### src/hdl/sparse_polynomial_add_macros.svh
// Assertion helpers, compiled out for synthesis.
`ifndef SPARSE_POLYNOMIAL_ADD_MACROS_SVH
`define SPARSE_POLYNOMIAL_ADD_MACROS_SVH

`ifndef SYNTHESIS
`define SPA_ASSERT_SAME(label, clk, rst_n, ante, cons) \
	label: assert property (@(posedge clk) disable iff (!(rst_n)) (ante) |-> (cons)) \
		else $error("spa assertion failed");
`define SPA_ASSERT_NEXT(label, clk, rst_n, ante, cons) \
	label: assert property (@(posedge clk) disable iff (!(rst_n)) (ante) |=> (cons)) \
		else $error("spa assertion failed");
`else
`define SPA_ASSERT_SAME(label, clk, rst_n, ante, cons)
`define SPA_ASSERT_NEXT(label, clk, rst_n, ante, cons)
`endif

`endif

### src/hdl/spa_pkg.sv
package spa_pkg;

	localparam int TERMS_DEFAULT = 16;

	localparam int COEFF_W = 16;
	localparam int EXPON_W = 8;
	localparam int SUM_W   = 17;
	localparam int OPC_W   = 2;

	localparam logic [OPC_W-1:0] OP_LOAD_A = 2'd0;
	localparam logic [OPC_W-1:0] OP_LOAD_B = 2'd1;
	localparam logic [OPC_W-1:0] OP_SUM    = 2'd2;

endpackage

### src/hdl/spa_ram.sv
module spa_ram #(
	parameter int WIDTH = 24,
	parameter int DEPTH = 16
) (
	input  logic                                       clk,
	input  logic                                       we,
	input  logic [((DEPTH > 1) ? $clog2(DEPTH) : 1)-1:0] waddr,
	input  logic [WIDTH-1:0]                           wdata,
	input  logic [((DEPTH > 1) ? $clog2(DEPTH) : 1)-1:0] raddr,
	output logic [WIDTH-1:0]                           rdata
);

	logic [WIDTH-1:0] mem_q [DEPTH];

	always_ff @(posedge clk) begin
		if (we) begin
			mem_q[waddr] <= wdata;
		end
		rdata <= mem_q[raddr];
	end

endmodule

### src/hdl/sparse_polynomial_add.sv
// Sparse polynomial adder. Load beats (opcode 0 for list A, 1 for list B) append one
// (coefficient, exponent) term; loads into a full list of TERMS terms are dropped. A sum
// beat (opcode 2) merges the lists by exponent, highest first, adds coefficients of equal
// exponents and drops zero sums, then emits the terms with first/last marks, or one beat
// with empty_res, first and last set if nothing is left. Opcode 3 is ignored. A sum runs
// merge steps (a step takes one term off a list, or one off each when exponents match, so
// at most a_count + b_count steps), then sees both lists exhausted and flushes the last
// term; output stalls can hold it up. Each step reads the list RAMs through their single
// registered read port and then compares. The input is not ready while a sum is in
// progress; both lists are empty afterwards.
`include "sparse_polynomial_add_macros.svh"

module sparse_polynomial_add #(
	parameter int TERMS = spa_pkg::TERMS_DEFAULT
) (
	input  logic                             clk,
	input  logic                             arst_n,
	input  logic                             in_valid,
	output logic                             in_ready,
	input  logic [spa_pkg::OPC_W-1:0]        opcode,
	input  logic signed [spa_pkg::COEFF_W-1:0] term_coeff,
	input  logic [spa_pkg::EXPON_W-1:0]      term_expon,
	output logic                             out_valid,
	input  logic                             out_ready,
	output logic signed [spa_pkg::SUM_W-1:0] sum_coeff,
	output logic [spa_pkg::EXPON_W-1:0]      sum_expon,
	output logic                             first,
	output logic                             last,
	output logic                             empty_res
);

	localparam int CW = $clog2(TERMS + 1);
	localparam int AW = (TERMS > 1) ? $clog2(TERMS) : 1;
	localparam int DW = spa_pkg::COEFF_W + spa_pkg::EXPON_W;
	localparam int EW = spa_pkg::EXPON_W;
	localparam int KW = spa_pkg::COEFF_W;
	localparam int SW = spa_pkg::SUM_W;

	typedef enum logic [1:0] {ST_IDLE, ST_FETCH, ST_CMP, ST_FLUSH} state_t;

	state_t state_q;
	logic [CW-1:0] a_cnt_q, b_cnt_q, ia_q, ib_q;
	logic          hold_v_q, hold_first_q;
	logic signed [SW-1:0] hold_coeff_q;
	logic [EW-1:0] hold_expon_q;
	logic          out_valid_q, first_q, last_q, empty_q;
	logic signed [SW-1:0] out_coeff_q;
	logic [EW-1:0] out_expon_q;

	logic          in_fire, we_a, we_b;
	logic [DW-1:0] wdata, rd_a, rd_b;
	logic signed [KW-1:0] a_c, b_c;
	logic [EW-1:0] a_e, b_e;
	logic signed [SW-1:0] a_c17, b_c17, pair_sum;
	logic          a_has, b_has, done, pick_v, adv_a, adv_b, stall, out_free;
	logic signed [SW-1:0] pick_coeff;
	logic [EW-1:0] pick_expon;
	logic          flush_go, sum_start, out_load;

	assign in_ready = (state_q == ST_IDLE);
	assign in_fire  = in_valid && in_ready;
	assign wdata    = {term_coeff, term_expon};
	assign we_a     = in_fire && (opcode == spa_pkg::OP_LOAD_A) && (a_cnt_q < CW'(TERMS));
	assign we_b     = in_fire && (opcode == spa_pkg::OP_LOAD_B) && (b_cnt_q < CW'(TERMS));

	spa_ram #(.WIDTH(DW), .DEPTH(TERMS)) u_ram_a (
		.clk   (clk),
		.we    (we_a),
		.waddr (a_cnt_q[AW-1:0]),
		.wdata (wdata),
		.raddr (ia_q[AW-1:0]),
		.rdata (rd_a)
	);

	spa_ram #(.WIDTH(DW), .DEPTH(TERMS)) u_ram_b (
		.clk   (clk),
		.we    (we_b),
		.waddr (b_cnt_q[AW-1:0]),
		.wdata (wdata),
		.raddr (ib_q[AW-1:0]),
		.rdata (rd_b)
	);

	assign a_c      = rd_a[DW-1:EW];
	assign a_e      = rd_a[EW-1:0];
	assign b_c      = rd_b[DW-1:EW];
	assign b_e      = rd_b[EW-1:0];
	assign a_c17    = {a_c[KW-1], a_c};
	assign b_c17    = {b_c[KW-1], b_c};
	assign pair_sum = a_c17 + b_c17;
	assign a_has    = ia_q < a_cnt_q;
	assign b_has    = ib_q < b_cnt_q;
	assign done     = !a_has && !b_has;

	always_comb begin
		pick_v     = 1'b0;
		pick_coeff = a_c17;
		pick_expon = a_e;
		adv_a      = 1'b0;
		adv_b      = 1'b0;
		priority if (a_has && b_has) begin
			priority if (a_e > b_e) begin
				pick_v = 1'b1;
				adv_a  = 1'b1;
			end else if (a_e < b_e) begin
				pick_v     = 1'b1;
				pick_coeff = b_c17;
				pick_expon = b_e;
				adv_b      = 1'b1;
			end else begin
				pick_v     = (pair_sum != '0);
				pick_coeff = pair_sum;
				adv_a      = 1'b1;
				adv_b      = 1'b1;
			end
		end else if (a_has) begin
			pick_v = 1'b1;
			adv_a  = 1'b1;
		end else if (b_has) begin
			pick_v     = 1'b1;
			pick_coeff = b_c17;
			pick_expon = b_e;
			adv_b      = 1'b1;
		end else begin
			pick_v = 1'b0;
		end
	end

	assign out_free  = !out_valid_q || out_ready;
	assign stall     = pick_v && hold_v_q && !out_free;
	assign flush_go  = (state_q == ST_FLUSH) && out_free;
	assign sum_start = in_fire && (opcode == spa_pkg::OP_SUM);
	assign out_load  = flush_go ||
		((state_q == ST_CMP) && !done && !stall && pick_v && hold_v_q);

	always_ff @(posedge clk or negedge arst_n) begin
		if (!arst_n) begin
			state_q      <= ST_IDLE;
			a_cnt_q      <= '0;
			b_cnt_q      <= '0;
			ia_q         <= '0;
			ib_q         <= '0;
			hold_v_q     <= 1'b0;
			hold_first_q <= 1'b0;
			hold_coeff_q <= '0;
			hold_expon_q <= '0;
			out_valid_q  <= 1'b0;
			out_coeff_q  <= '0;
			out_expon_q  <= '0;
			first_q      <= 1'b0;
			last_q       <= 1'b0;
			empty_q      <= 1'b0;
		end else begin
			if (out_load) begin
				out_valid_q <= 1'b1;
			end else if (out_valid_q && out_ready) begin
				out_valid_q <= 1'b0;
			end
			unique case (state_q)
				ST_IDLE: begin
					if (in_fire) begin
						unique case (opcode)
							spa_pkg::OP_LOAD_A: begin
								if (we_a) a_cnt_q <= a_cnt_q + CW'(1);
							end
							spa_pkg::OP_LOAD_B: begin
								if (we_b) b_cnt_q <= b_cnt_q + CW'(1);
							end
							spa_pkg::OP_SUM: begin
								ia_q     <= '0;
								ib_q     <= '0;
								hold_v_q <= 1'b0;
								state_q  <= ST_FETCH;
							end
							default: ;
						endcase
					end
				end
				ST_FETCH: begin
					state_q <= ST_CMP;
				end
				ST_CMP: begin
					if (done) begin
						state_q <= ST_FLUSH;
					end else if (!stall) begin
						ia_q <= ia_q + CW'(adv_a);
						ib_q <= ib_q + CW'(adv_b);
						if (pick_v) begin
							if (hold_v_q) begin
								out_coeff_q <= hold_coeff_q;
								out_expon_q <= hold_expon_q;
								first_q     <= hold_first_q;
								last_q      <= 1'b0;
								empty_q     <= 1'b0;
							end
							hold_coeff_q <= pick_coeff;
							hold_expon_q <= pick_expon;
							hold_first_q <= !hold_v_q;
							hold_v_q     <= 1'b1;
						end
						state_q <= ST_FETCH;
					end
				end
				ST_FLUSH: begin
					if (out_free) begin
						last_q <= 1'b1;
						if (hold_v_q) begin
							out_coeff_q <= hold_coeff_q;
							out_expon_q <= hold_expon_q;
							first_q     <= hold_first_q;
							empty_q     <= 1'b0;
						end else begin
							out_coeff_q <= '0;
							out_expon_q <= '0;
							first_q     <= 1'b1;
							empty_q     <= 1'b1;
						end
						a_cnt_q  <= '0;
						b_cnt_q  <= '0;
						hold_v_q <= 1'b0;
						state_q  <= ST_IDLE;
					end
				end
				default: state_q <= ST_IDLE;
			endcase
		end
	end

	assign out_valid = out_valid_q;
	assign sum_coeff = out_coeff_q;
	assign sum_expon = out_expon_q;
	assign first     = first_q;
	assign last      = last_q;
	assign empty_res = empty_q;

	`SPA_ASSERT_SAME(a_cnt_bound, clk, arst_n, 1'b1, (a_cnt_q <= CW'(TERMS)) && (b_cnt_q <= CW'(TERMS)))
	`SPA_ASSERT_NEXT(sum_busy, clk, arst_n, sum_start, !in_ready && hold_v_q == 1'b0)
	`SPA_ASSERT_NEXT(flush_last, clk, arst_n, flush_go, out_valid && last && a_cnt_q == '0)
	`SPA_ASSERT_SAME(empty_form, clk, arst_n, out_valid && empty_res, first && last && sum_coeff == '0 && sum_expon == '0)

endmodule
### config.mk
export PLATFORM = sky130hd
export DESIGN_NAME = sparse_polynomial_add
export DESIGN_NICKNAME = d
export VERILOG_FILES = /design/src/hdl/spa_pkg.sv /design/src/hdl/spa_ram.sv /design/src/hdl/sparse_polynomial_add.sv
export VERILOG_INCLUDE_DIRS = /design/src /design/src/hdl
export SDC_FILE = /design/constraint.sdc
export NUM_CORES = 1
export LEC_CHECK = 0
export BUFFER_PORTS_ARGS = -buffer_cell sky130_fd_sc_hd__buf_2
export CAP_MARGIN = 20
export CORE_MARGIN = 5
export CORE_UTILIZATION = 50
export DETAILED_ROUTE_END_ITERATION = 7
export PLACE_DENSITY = 0.68
export RECOVER_POWER = 100
export SLEW_MARGIN = 5
export SYNTH_ARGS = -nofsm -noshare
export SYNTH_HDL_FRONTEND = slang
export SYNTH_HIERARCHICAL = 1
export SYNTH_SLANG_ARGS = --single-unit
### constraint.sdc
create_clock -name clk -period 3.8 [get_ports clk]
set_input_delay 0.38 -clock clk [delete_from_list [all_inputs] [get_ports clk]]
set_output_delay 0.38 -clock clk [all_outputs]
set_load 0.005 [all_outputs]
# Word-level counts from Yosys, hierarchy flattened
# Memory sizes are Yosys's and may differ from the RTL's. A register that Yosys moved wholly into a read port is not among the register bits.
# Cells that the tools add are included.
# Widths: inputs -> output; s select.
[word_totals]
regBits = 78
ram_bits = 768
in_bits = 30
output_inout_bits = 30
mem_count = 2
[memory_table]
columns = ["name", "depth", "word_bits", "rd", "rd_ports_with_merged_regs", "wr", "line_no", "rtl"]
rows = [
  ["u_ram_a.mem_q", 16, 24, 1, 1, 1, "spa_ram.sv:13", "logic [WIDTH-1:0] mem_q [DEPTH];"],
  ["u_ram_b.mem_q", 16, 24, 1, 1, 1, "spa_ram.sv:13", ""],
]
[classes]
addsub = 5
magnitude_cmp = 6
n_eq_ne = 17
muxes = 88
n_bitwise = 2
n_reduce_logical = 39
[op_table]
columns = ["cell", "n"]
rows = [
  ["$mux 17", 11],
  ["$mux 8", 11],
  ["$mux 5", 13],
  ["$pmux 5 s2", 4],
  ["$mux 1", 37],
  ["$pmux 17 s2", 1],
  ["$add 16x16->17", 1],
  ["$reduce_bool 17->1", 1],
  ["$pmux 8 s2", 1],
  ["$logic_and 1x1->1", 15],
  ["$reduce_and 5->1", 3],
  ["$ne 2x1->1 const B", 6],
  ["$add 5x1->5", 2],
  ["$add 5x1->5 const B", 2],
  ["$lt 5x5->1", 2],
  ["$lt 5x5->1 const B", 2],
  ["$mux 2", 5],
  ["$ne 2x2->1 const B", 5],
  ["$gt 8x8->1", 1],
  ["$lt 8x8->1", 1],
  ["$pmux 2 s4", 1],
  ["$reduce_and 4->1", 2],
  ["$reduce_bool 2->1", 4],
  ["$logic_not 1->1", 7],
  ["11 further kinds", 19],
]

# Depth between registers and ports, before layout
[depth]
depth_word = 13
mapped_depth = 14
ltp_nobuf = 14

# Modules after synthesis
# The synthesis kept the hierarchy.
[by_module_without_submodules]
columns = ["mod", "n_inst", "cells_per_inst", "area_each_um2", "seq_area_each_um2"]
rows = [
  ["spa_ram", 2, 636, 14930.6, 12011.5],
  ["sparse_polynomial_add", 1, 595, 5138.7, 1951.9],
]

# Worst setup path after synthesis
# Ideal clock, no wire load.
[synth_path]
path_kind = "reg-to-reg"
start = "register state_q[0]"
end = "memory u_ram_b.mem_q[0][0], enable pin"
setup_time_ns = 0.435
arrival_ns = 3.594
required_ns = 3.365
setup_slack_ns = -0.229
path_stages_with_launch = 8
synth_period_minus_slack_ns = 4.029
cell_sequence = "dfrtp_1 -> inv_1 -> ha_1 -> clkbuf_1 -> nand3_1 -> nor3b_1 -> or3b_2 -> nor3_1"
[synth_between]
elab_chain_cells = 6
[synth_rtl]
columns = ["element", "line_no", "rtl"]
rows = [
  ["start, declared", "sparse_polynomial_add.sv:41", "state_t state_q;"],
  ["start signal, assigned", "sparse_polynomial_add.sv:138", "state_q <= ST_IDLE;"],
  ["start signal, assigned", "sparse_polynomial_add.sv:173", "state_q <= ST_FETCH;"],
  ["start signal, assigned", "sparse_polynomial_add.sv:180", "state_q <= ST_CMP;"],
  ["$logic_not 2->1", "sparse_polynomial_add.sv:60", "assign in_ready = (state_q == ST_IDLE);"],
  ["net in_ready", "sparse_polynomial_add.sv:19", "output logic in_ready,"],
  ["$logic_and 1x1->1", "sparse_polynomial_add.sv:61", "assign in_fire = in_valid && in_ready;"],
  ["$logic_and 1x1->1 (2 in a row)", "sparse_polynomial_add.sv:64", "assign we_b = in_fire && (opcode == spa_pkg::OP_LOAD_B) && (b_cnt_q < CW'(TERMS));"],
  ["net we_b", "sparse_polynomial_add.sv:50", "logic in_fire, we_a, we_b;"],
  ["$mux 1", "spa_ram.sv:16", "if (we) begin"],
  ["$mux 1 (not written as such)", "spa_ram.sv:17", "mem_q[waddr] <= wdata;"],
  ["end, declared", "spa_ram.sv:13", ""],
]
# The timed path passes the listed nets, and every way through them passes these cells.

# Final worst setup path
[layout_path]
start = "register state_q[0]"
end = "memory u_ram_a.mem_q[0][16], enable pin"
[layout_between]
elab_chain_cells = 6
[layout_rtl]
columns = ["element", "line_no", "rtl"]
rows = [
  ["$logic_not 2->1", "sparse_polynomial_add.sv:60", ""],
  ["$logic_and 1x1->1", "sparse_polynomial_add.sv:61", ""],
  ["$logic_and 1x1->1 (2 in a row)", "sparse_polynomial_add.sv:63", "assign we_a = in_fire && (opcode == spa_pkg::OP_LOAD_A) && (a_cnt_q < CW'(TERMS));"],
  ["net we_a", "sparse_polynomial_add.sv:50", ""],
  ["$mux 1", "spa_ram.sv:16", ""],
  ["$mux 1 (not written as such)", "spa_ram.sv:17", ""],
  ["end, declared", "spa_ram.sv:13", ""],
]
# The timed path passes the listed nets, and every way through them passes these cells.

==> run metrics <==
warnings from Yosys 6; diodes inserted 0; Combinational Power Share between 20 and 30%; total count of max-transition violations in the final report 273; die width 275 um; kind of critical path register to register; register share of total power 43.3%; Clock Power Share 29.9%; ratio of cells with drive above 1 in the final layout a little over a fifth; detailed-route via count 18000; Filler cells 5222; post-detailed-placement cell area 36800 sq um; count of different cell masters after synthesis 67; final count of hold timing violations 0; status finished, violations left; gp weighted congestion 0.847; measured slew at the worst slew-check pin 2.09 ns; postcts setup bufs 0; number of global-route vias before repair 18500; Initial DRT Pass Iterations 7; initial DRC count 1870; Root Buffer Master clkbuf_16; pin count of the biggest net entering global routing 99; worst-case headroom to the max-slew limit -39.3%; violated checks capacitance limit, slew limit; switching share of total power around 30%; Post-synth EDFFs about 770; Post-synth ARST share 8.72%; deepest clock path buffer count 3; final setup TNS 0 ns; setup slack at placement 0.131 ns; antenna violation net count after detailed routing 0; number of sinks on the clock net 894; leakage component of the power 12.8 nW; number of antenna violations at the first check in global routing 1; post-route clock skew 0.0220 ns; net count after synthesis between 1500 and 2000; I/O Buffers between 50 and 60; final design area excluding fillers 39200 sq um; total global-route track usage a little over a fifth; Syn-to-layout area delta 12.0%; final total power 27.4 mW; via/cell ratio 5.99; required time reported for the critical path endpoint 4.05 ns; FF+latch count, synth between 800 and 900; met3 Use GR about 3.8%; TritonCTS clock tree done; cell types occupying the most area after synthesis edfxtp_1 (66%), mux4_2 (12%), dfrtp_1 (5.6%); height of the die 275 um; CTS Buf Count 84; worst path setup slack after routing approximately 0.23 ns; total DRC errors in the routed layout 0; clock period minus final worst setup slack roughly 3.6 ns; worst-path fanout max 12; sum of overflow across all layers after global routing 0; Most Used Layer, Global Route met2; routed wire length roughly 78000 um; Fmax achieved 280 MHz; power density relative to cell area between 600 and 700 nW/um^2; worst hold-check path type primary input to register; leading post-synthesis cells by instance count edfxtp_1 (768), mux4_2 (192), nand2_1 (136); mean area per synthesized cell around 19 sq um; register clock-pin slew on the reported worst setup and hold paths ~0.06 ns; Max rail drop VDD approximately 0.40 mV; Seq/Total Area, Yosys about three quarters; switching pwr 8.24 mW; met2 track demand over resource roughly a third; Cell Int Power 19.1 mW; setup repair after global routing missed its margin false; reported max-cap violation count 5; IO Count 60; Critical Path Source Type register; final HPWL from detailed placement 44900 um; critical path capture point type register; top_reg_cell synth edfxtp_1; initial core utilization 50.2%; endpoint arrival time on the critical path 3.82 ns; most common cell in the synthesized netlist edfxtp_1; Final Cycle Share 93.9%; cell area after synthesis between 30000 and 40000 sq um; total die area 75400 sq um; fraction of synthesized cell area taken by the top area cell type around two thirds; routed len/inst ~26 um; count of endpoints failing setup in the final report 0; Core Rows 97; wire length of the first global-routing pass 117000 um; synthesized netlist cell count between 1500 and 2000; Final nets 2056; met1 global-route usage 28.6%; H-tree levels 3; post-synthesis cell type with the largest combined area edfxtp_1; area of the core between 60000 and 70000 sq um; worst skew pair latency 0.64 ns
## final cells by class
class / count / area (sq um) / share of cell area, %
Inverter: 32 / 120 / 0.306
Clock buffer: 117 / 2290 / 5.83
Timing Repair Buffer: 125 / 697 / 1.78
Sequential cell: 894 / 26000 / 66.3
Clock inverter: 41 / 427 / 1.09
Multi-Input combinational cell: 847 / 8520 / 21.7
Tap cell: 940 / 1180 / 3.00
## through the flow
step,hold WS [ns],utilization [%],std cells
2_1_floorplan,0.0844,-,1867
3_3_place_gp,0.461,52.7,2835
3_5_place_dp,0.470,52.7,2836
4_1_cts,0.235,56.6,2995
5_1_grt,0.353,56.2,2996
6_report,0.341,56.2,2996
## power by group through the flow
stage | Sequential, mW | Clock, mW | Combinational, mW
floorplan | 11.9 | 0 | 5.30
global placement | 12.0 | 0 | 7.23
detailed placement | 12.1 | 0 | 7.33
CTS | 11.8 | 8.37 | 7.39
global route | 11.9 | 8.81 | 8.05
finish | 11.9 | 8.19 | 7.33
## sequential cells by signal (all words and copies together) (netlist names), 2 cells and up
register       flops
u_ram_a/mem_q    384
u_ram_b/mem_q    384
u_ram_a/rdata     24
u_ram_b/rdata     24
hold_coeff_q      17
sum_coeff         17
hold_expon_q       8
sum_expon          8
a_cnt_q            5
b_cnt_q            5
ia_q               5
ib_q               5
state_q            2
## worst max-delay path, cell delays in order, from the launching register on
cell and delay [ns]:
dfrtp_1 0.41, inv_1 0.14, ha_1 0.36, nand3_1 0.15
nor3_1 0.48, or3b_2 0.55, nor3_1 0.33, clkbuf_1 0.75
## cells by family (layout without fill, tap and decap cells)
family	count (synthesis)	count (layout)	synth area share [%]
DFF	894	894	74.2
and+or+nand+nor	299	299	3.80
AOI/OAI and AO/OA	291	291	5.72
muxes	203	203	12.7
buffers and inverters	126	315	1.76
adders and majority gates	42	42	1.52
xor gates and xnor gates	12	12	0.300
## layout by cell type, fill, tap and decap left out, types with 7 or more instances in the layout
cell | synthesis | final
o21ai_0 | 28 | 49
a22oi_1 | 106 | 106
mux4_2 | 192 | 192
nand2b_1 | 8 | 8
nor2_2 | 0 | 18
buf_2 | 22 | 20
clkinv_2 | 0 | 15
clkbuf_1 | 53 | 68
inv_1 | 32 | 32
a31oi_1 | 9 | 9
nand2_1 | 136 | 136
nand4_1 | 8 | 8
buf_4 | 7 | 27
nor3_1 | 13 | 11
clkbuf_16 | 0 | 84
ha_1 | 41 | 41
nand3_1 | 17 | 17
mux2i_1 | 9 | 9
a21oi_1 | 56 | 56
dfrtp_1 | 78 | 74
nor2_1 | 72 | 52
clkbuf_2 | 0 | 29
edfxtp_1 | 768 | 768
xnor2_1 | 8 | 8
clkinv_1 | 0 | 9
and3_1 | 7 | 7
dfxtp_1 | 48 | 48
## routing by layer
| layer | routed length, um | part of all wire, % |
|---|---|---|
| met1 | 31400 | 40 |
| met2 | 39100 | 50 |
| met3 | 5410 | 7.0 |
| met4 | 1710 | 2.2 |
| met5 | 117 | 0.15 |
## path summary, 6_finish.rpt
check	from	end	slack [ns]	depth (start not counted)
setup / recovery	state_q[0]	u_ram_a/mem_q[0][16]	0.23	7
hold reg to reg	sum_coeff[12]	sum_coeff[12]	0.47	2
max in group asynchronous	arst_n	ia_q[1]	0.91	3
setup reg to reg	state_q[0]	u_ram_a/mem_q[0][16]	0.23	7
hold / removal	out_ready	out_valid	0.34	3
min in group asynchronous	arst_n	empty_res	0.91	2
## timing repair
item | CTS | global route
hold buffers | 1 | 0
hold endpoints to repair | 78 | 0
endpoints found under the setup margin | 0 | 23
gates resized for setup | 0 | 1
No activity file was read; power rests on OpenSTA's default activity.
